### src/wmfp_pkg.sv
package wmfp_pkg;

  localparam int ZOOM_COUNT = 17;
  localparam logic [4:0] ZOOM_MAX = 5'(ZOOM_COUNT - 1);
  localparam logic [10:0] TILE_RESET = 11'd256;
  localparam logic [10:0] TILE_MAX = 11'd1024;

  localparam logic signed [30:0] LON_MAX = 31'sd754974720;
  localparam logic signed [30:0] LAT_MAX = 31'sd356730169;
  localparam logic [34:0] DEG2RAD_Q40 = 35'd19190098068;
  localparam logic [29:0] LN2_OVER_PI_Q32 = 30'd947622687;

  localparam int CW = 33;
  localparam int CORDIC_STEPS = 30;
  localparam logic signed [CW-1:0] CORDIC_GAIN = 33'sd652032874;
  localparam int DIV_BITS = 36;
  localparam int LOG_STEPS = 30;
  localparam logic [40:0] X_RECIP = 41'd1563749870615;
  localparam int V_W = 43;
  localparam int OUT_W = 35;
  localparam logic [30:0] ONE_Q30 = 31'd1073741824;

  typedef struct packed {
    logic [10:0]    t;
    logic [4:0]     z;
    logic           south;
    logic [V_W-1:0] v;
  } side_t;

  function automatic logic signed [CW-1:0] cordic_atan(input int unsigned idx);
    logic signed [CW-1:0] a;
    case (idx)
      0: a = 33'sh03243F6A8;
      1: a = 33'sh01DAC6705;
      2: a = 33'sh00FADBAFD;
      3: a = 33'sh007F56EA6;
      4: a = 33'sh003FEAB76;
      5: a = 33'sh001FFD55B;
      6: a = 33'sh000FFFAAA;
      7: a = 33'sh0007FFF55;
      8: a = 33'sh0003FFFEA;
      9: a = 33'sh0001FFFFD;
      10: a = 33'sh0000FFFFF;
      11: a = 33'sh00007FFFF;
      12: a = 33'sh00003FFFF;
      13: a = 33'sh00001FFFF;
      14: a = 33'sh00000FFFF;
      15: a = 33'sh000007FFF;
      16: a = 33'sh000003FFF;
      17: a = 33'sh000001FFF;
      18: a = 33'sh000000FFF;
      19: a = 33'sh0000007FF;
      20: a = 33'sh0000003FF;
      21: a = 33'sh0000001FF;
      22: a = 33'sh0000000FF;
      23: a = 33'sh00000007F;
      24: a = 33'sh00000003F;
      25: a = 33'sh00000001F;
      26: a = 33'sh00000000F;
      27: a = 33'sh000000007;
      28: a = 33'sh000000003;
      29: a = 33'sh000000001;
      default: a = '0;
    endcase
    return a;
  endfunction

endpackage

### src/wmfp_xdiv.sv
module wmfp_xdiv import wmfp_pkg::*; (
  input  logic             clk_i,
  input  logic             rst_ni,
  input  logic             en_i,
  input  logic             valid_i,
  input  logic [V_W-1:0]   v_i,
  input  logic [OUT_W-1:0] y_i,
  output logic             valid_o,
  output logic [OUT_W-1:0] x_o,
  output logic [OUT_W-1:0] y_o
);

  // v / 360 as (v >> 3) / 45, multiplied by ceil(2^46 / 45) in four partial products
  logic [39:0]      a;
  logic             v1_q, v2_q, v3_q;
  logic [40:0]      hh1_q, lh1_q;
  logic [39:0]      hl1_q, ll1_q;
  logic [40:0]      hh2_q;
  logic [42:0]      mid2_q;
  logic [60:0]      sum;
  logic [OUT_W-1:0] y1_q, y2_q, y3_q, x3_q;

  assign a   = v_i[V_W-1:3];
  assign sum = {hh2_q, 20'd0} + {18'd0, mid2_q};

  always_ff @(posedge clk_i or negedge rst_ni) begin
    if (!rst_ni) begin
      v1_q <= 1'b0;
      v2_q <= 1'b0;
      v3_q <= 1'b0;
    end else if (en_i) begin
      v1_q <= valid_i;
      v2_q <= v1_q;
      v3_q <= v2_q;
    end
  end

  always_ff @(posedge clk_i) begin
    if (en_i) begin
      hh1_q  <= a[39:20] * X_RECIP[40:20];
      hl1_q  <= a[39:20] * X_RECIP[19:0];
      lh1_q  <= a[19:0] * X_RECIP[40:20];
      ll1_q  <= a[19:0] * X_RECIP[19:0];
      y1_q   <= y_i;
      hh2_q  <= hh1_q;
      mid2_q <= {3'd0, hl1_q} + {2'd0, lh1_q} + {23'd0, ll1_q[39:20]};
      y2_q   <= y1_q;
      x3_q   <= sum[60:26];
      y3_q   <= y2_q;
    end
  end

  assign valid_o = v3_q;
  assign x_o     = x3_q;
  assign y_o     = y3_q;

endmodule

### config.mk
export PLATFORM = sky130hd
export DESIGN_NAME = wmfp_xdiv
export DESIGN_NICKNAME = d
export VERILOG_FILES = /design/src/wmfp_pkg.sv /design/src/wmfp_xdiv.sv
export SDC_FILE = /design/constraint.sdc
export NUM_CORES = 1
export LEC_CHECK = 0
export BUFFER_PORTS_ARGS = -buffer_cell sky130_fd_sc_hd__clkbuf_2
export CAP_MARGIN = 20
export CORE_MARGIN = 3
export CORE_UTILIZATION = 58
export DETAILED_ROUTE_END_ITERATION = 8
export GPL_TIMING_DRIVEN = 0
export PLACE_DENSITY = 0.74
export SLEW_MARGIN = 5
export SYNTH_ARGS = -nofsm -noshare
export SYNTH_HDL_FRONTEND = slang
export SYNTH_SLANG_ARGS = --single-unit
### constraint.sdc
create_clock -name clk_i -period 4.7 [get_ports clk_i]
set_input_delay 0.235 -clock clk_i [delete_from_list [all_inputs] [get_ports clk_i]]
set_output_delay 0.235 -clock clk_i [all_outputs]
set_load 0.005 [all_outputs]
==> reports/metrics.cfg <==
[critical_path]
arrival_ps = 5330
timing.rr.start = ll1_q[26]
cpMaxStageDelayCell = fa_1
r2r_slack_ps = 720
max_stage_delay_ps = 570
cp_max_fo = 7
r2r-end = mid2_q[40]
cp_common_cell = fa_1
endpoint_kind = register
r2r_cells = 11
crit_path_start_kind = input port
required_ps = 4990
worstPathCellList = clkbuf_16 -> ha_4 -> xor2_4 -> ha_4 -> inv_4 -> fa_1 -> fa_1 -> inv_1 -> fa_1 -> inv_2 -> fa_1 -> inv_2 -> ha_4 -> a2111o_1 -> a311o_1 -> o21ba_4 -> o41ai_4 -> buf_6 -> o21ai_1 -> a21oi_1 -> xnor2_1
endpoint = ll1_q[32]
critical_path_class = input port to register
cp-startpoint = v_i[5]

[detailed_routing]
drc_errors = 0
drt-total-wl_um = 78550
wl_per_cell_um = 20.07
ant_nets = 0
dr_total_vias = 21360
drtIter0Drc = 1335
drt_first_pass_iters = 6
via_per_inst = 5.459

[grt]
track_usage = 0.2754
grt_max_degree = 123
grt_pass1_wl_um = 121000
antenna_found_initial = 1
overflow = 0
grt_pass1_vias = 22676

[timing]
hold_viol = 0
finalCritPeriodShare = 1.073
worstMarginPinSlew_ps = 851.1
fmax_ghz = 0.1983
hold_slack_ps = 63.25
fin_skew_ps = 19.93
setup_viol = 39
max-slew-margin-rel = 0.4326
finalCriticalPeriod_ps = 5044
slew_viol_final = 0
rsz0062_at_grt = true
setup_slack_ps = -344.0

[cells_and_area]
instances_no_fill = 3913
layout_common_cells = 642 x inv_1, 380 x ha_1, 339 x fa_1, 329 x edfxtp_1, 172 x buf_4
num-fill-cells = 3518
drive_gt1_frac = 0.2382
layout.nets = 4123
final_common_cell = inv_1
synthToLayoutAreaGrowth_pct = 24.71

[floorplanning]
boundaryPins = 153
fp.dieW_um = 239.2
rows = 84
core_area_um2 = 53180
die-area_um2 = 57200
die-height_um = 239.2
start_util = 0.5930

[yosys]
syn_area_um2 = 31540
yosysWarnings = 0
ys_seq_area_frac = 0.3157
synthArstFlopShare = 0.009036
syn-num-nets = 3695
synth_cell_types = 75
synth-seq-cells = 332
yosys_most_used_dff = edfxtp_1
syn_avg_cell_area_um2 = 11.38
synth_edf_count = 329
synthCells = 2770

[placed_design]
placedCellCount = 3609
place_hpwl_um = 59490
port-buffer-count = 149
place.gp.congestion = 0.9400

[clock_tree]
cts_tree = done
clk_path_buf_depth = 3
cts_buffers = 37
cts_sinks = 332
clk_latency_ps = 560
htree_levels = 2
clk_pin_slew_ps = 60
root_buffer = clkbuf_16

[run]
cap_violations = 0

[run_status]
violations = negative setup slack
status = finished with violations

[min_path]
hold_class = input port to register

==> worst min path at each step <==
stage / from / end / slack, ps / depth (start not counted)
after floorplan: rst_ni / v1_q / -60 / 0
after global placement: rst_ni / valid_o / 30 / 1
final: v_i[23] / hl1_q[0] / 60 / 1
after detailed placement: rst_ni / valid_o / 40 / 1
after global routing: v_i[23] / hl1_q[0] / 40 / 1
after CTS: v_i[23] / hl1_q[0] / 50 / 1
==> cell families (layout without fill, tap and decap cells) <==
kind of cell             after synthesis  in the layout  share of synthesized area
buffers and inverters                723           1177                    0.08634
AO/OA/AOI/OAI                        378            378                    0.07983
multiplexers                           4              4                   0.001389
adder cells (fa/ha/maj)              843            843                     0.4197
XOR/XNOR                             175            175                    0.04860
flip-flops                           332            332                     0.3157
other                                  0              1                          0
AND/OR/NAND/NOR                      315            315                    0.04848
==> final cells by class <==
| cell class | instances | area (µm²) | area share |
|---|---|---|---|
| multi-input combinational | 1715 | 21220 | 0.5395 |
| sequential | 332 | 9955 | 0.2531 |
| timing repair buffer | 393 | 3436 | 0.08737 |
| inverter | 703 | 2644 | 0.06723 |
| clock buffer | 46 | 980.9 | 0.02494 |
| tap | 688 | 860.8 | 0.02189 |
| clock inverter | 19 | 161.4 | 0.004104 |
| buffer | 16 | 68.82 | 0.001750 |
| antenna | 1 | 2.502 | 0.00006363 |
==> critical path, delay by kind of cell <==
family	cells	cell delay (ps)
buf+inv	6	550
fa+ha+maj	7	2780
xor+xnor	2	340
compound gates	6	1430
==> per-stage QoR <==
| stage | TNS, ps | util | worst slack, ps | instance area [µm²] |
|---|---|---|---|---|
| after floorplan | -10360 | - | -689.0 | 32290 |
| after global placement | -568840 | 0.6374 | -1871 | 33900 |
| after detailed placement | -71210 | 0.6386 | -1686 | 33960 |
| after CTS | -4648 | 0.7127 | -307.9 | 37900 |
| after global routing | -11690 | 0.7394 | -479.6 | 39320 |
| final | -6046 | 0.7395 | -344.0 | 39330 |
==> state kept, by name (all words and copies together), names as in the netlist <==
name	flops
hh1_q	37
hh2_q	39
hl1_q	37
lh1_q	37
ll1_q	19
mid2_q	20
v1_q	1
v2_q	1
valid_o	1
x_o	35
y1_q	35
y2_q	35
y_o	35
==> synth_stat cells, drive strengths merged, types with 4 or more instances <==
| cell type | count | area [µm²] |
|---|---|---|
| o31a | 5 | 43.79 |
| a31oi | 10 | 62.56 |
| a21o | 63 | 473.0 |
| nor2b | 14 | 87.58 |
| and4 | 4 | 35.03 |
| and3 | 10 | 62.56 |
| edfxtp | 329 | 9879 |
| o21a | 21 | 158.9 |
| a21boi | 10 | 75.07 |
| o211ai | 7 | 52.55 |
| o31ai | 10 | 88.83 |
| xor2 | 74 | 648.1 |
| xnor2 | 101 | 884.6 |
| o21ai | 73 | 372.9 |
| and2 | 19 | 118.9 |
| ha | 485 | 6068 |
| nand2b | 16 | 100.1 |
| clkbuf | 17 | 63.81 |
| nand3 | 34 | 170.2 |
| inv | 703 | 2639 |
| o41ai | 4 | 61.32 |
| a221oi | 5 | 43.79 |
| a211oi | 15 | 112.6 |
| nor3 | 16 | 80.08 |
| nand2 | 77 | 289.0 |
| or2 | 7 | 43.79 |
| a21oi | 108 | 544.3 |
| fa | 358 | 7167 |
| o21bai | 17 | 131.4 |
| nand4 | 18 | 112.6 |
| nor2 | 88 | 330.3 |
| or3 | 5 | 31.28 |
==> what timing repair did <==
item,4_1_cts,5_1_grt
buffers inserted,125,80
setup endpoints to repair,62,64
hold endpoints to repair,40,0
hold buffers,39,0
pin swaps,138,166
resized for setup,267,211
==> per-layer routing <==
metal / track usage / part of all wire / vias up
li1: - / - / 9967
met1: 0.3863 / 0.44 / 10563
met2: 0.4456 / 0.47 / 692
met3: 0.05792 / 0.073 / 138
met4: 0.06359 / 0.023 / 0
met5: 0 / 0 / -
Power is not shown: default switching activity piles up to over one toggle a cycle in this logic, so the estimate is an artifact.
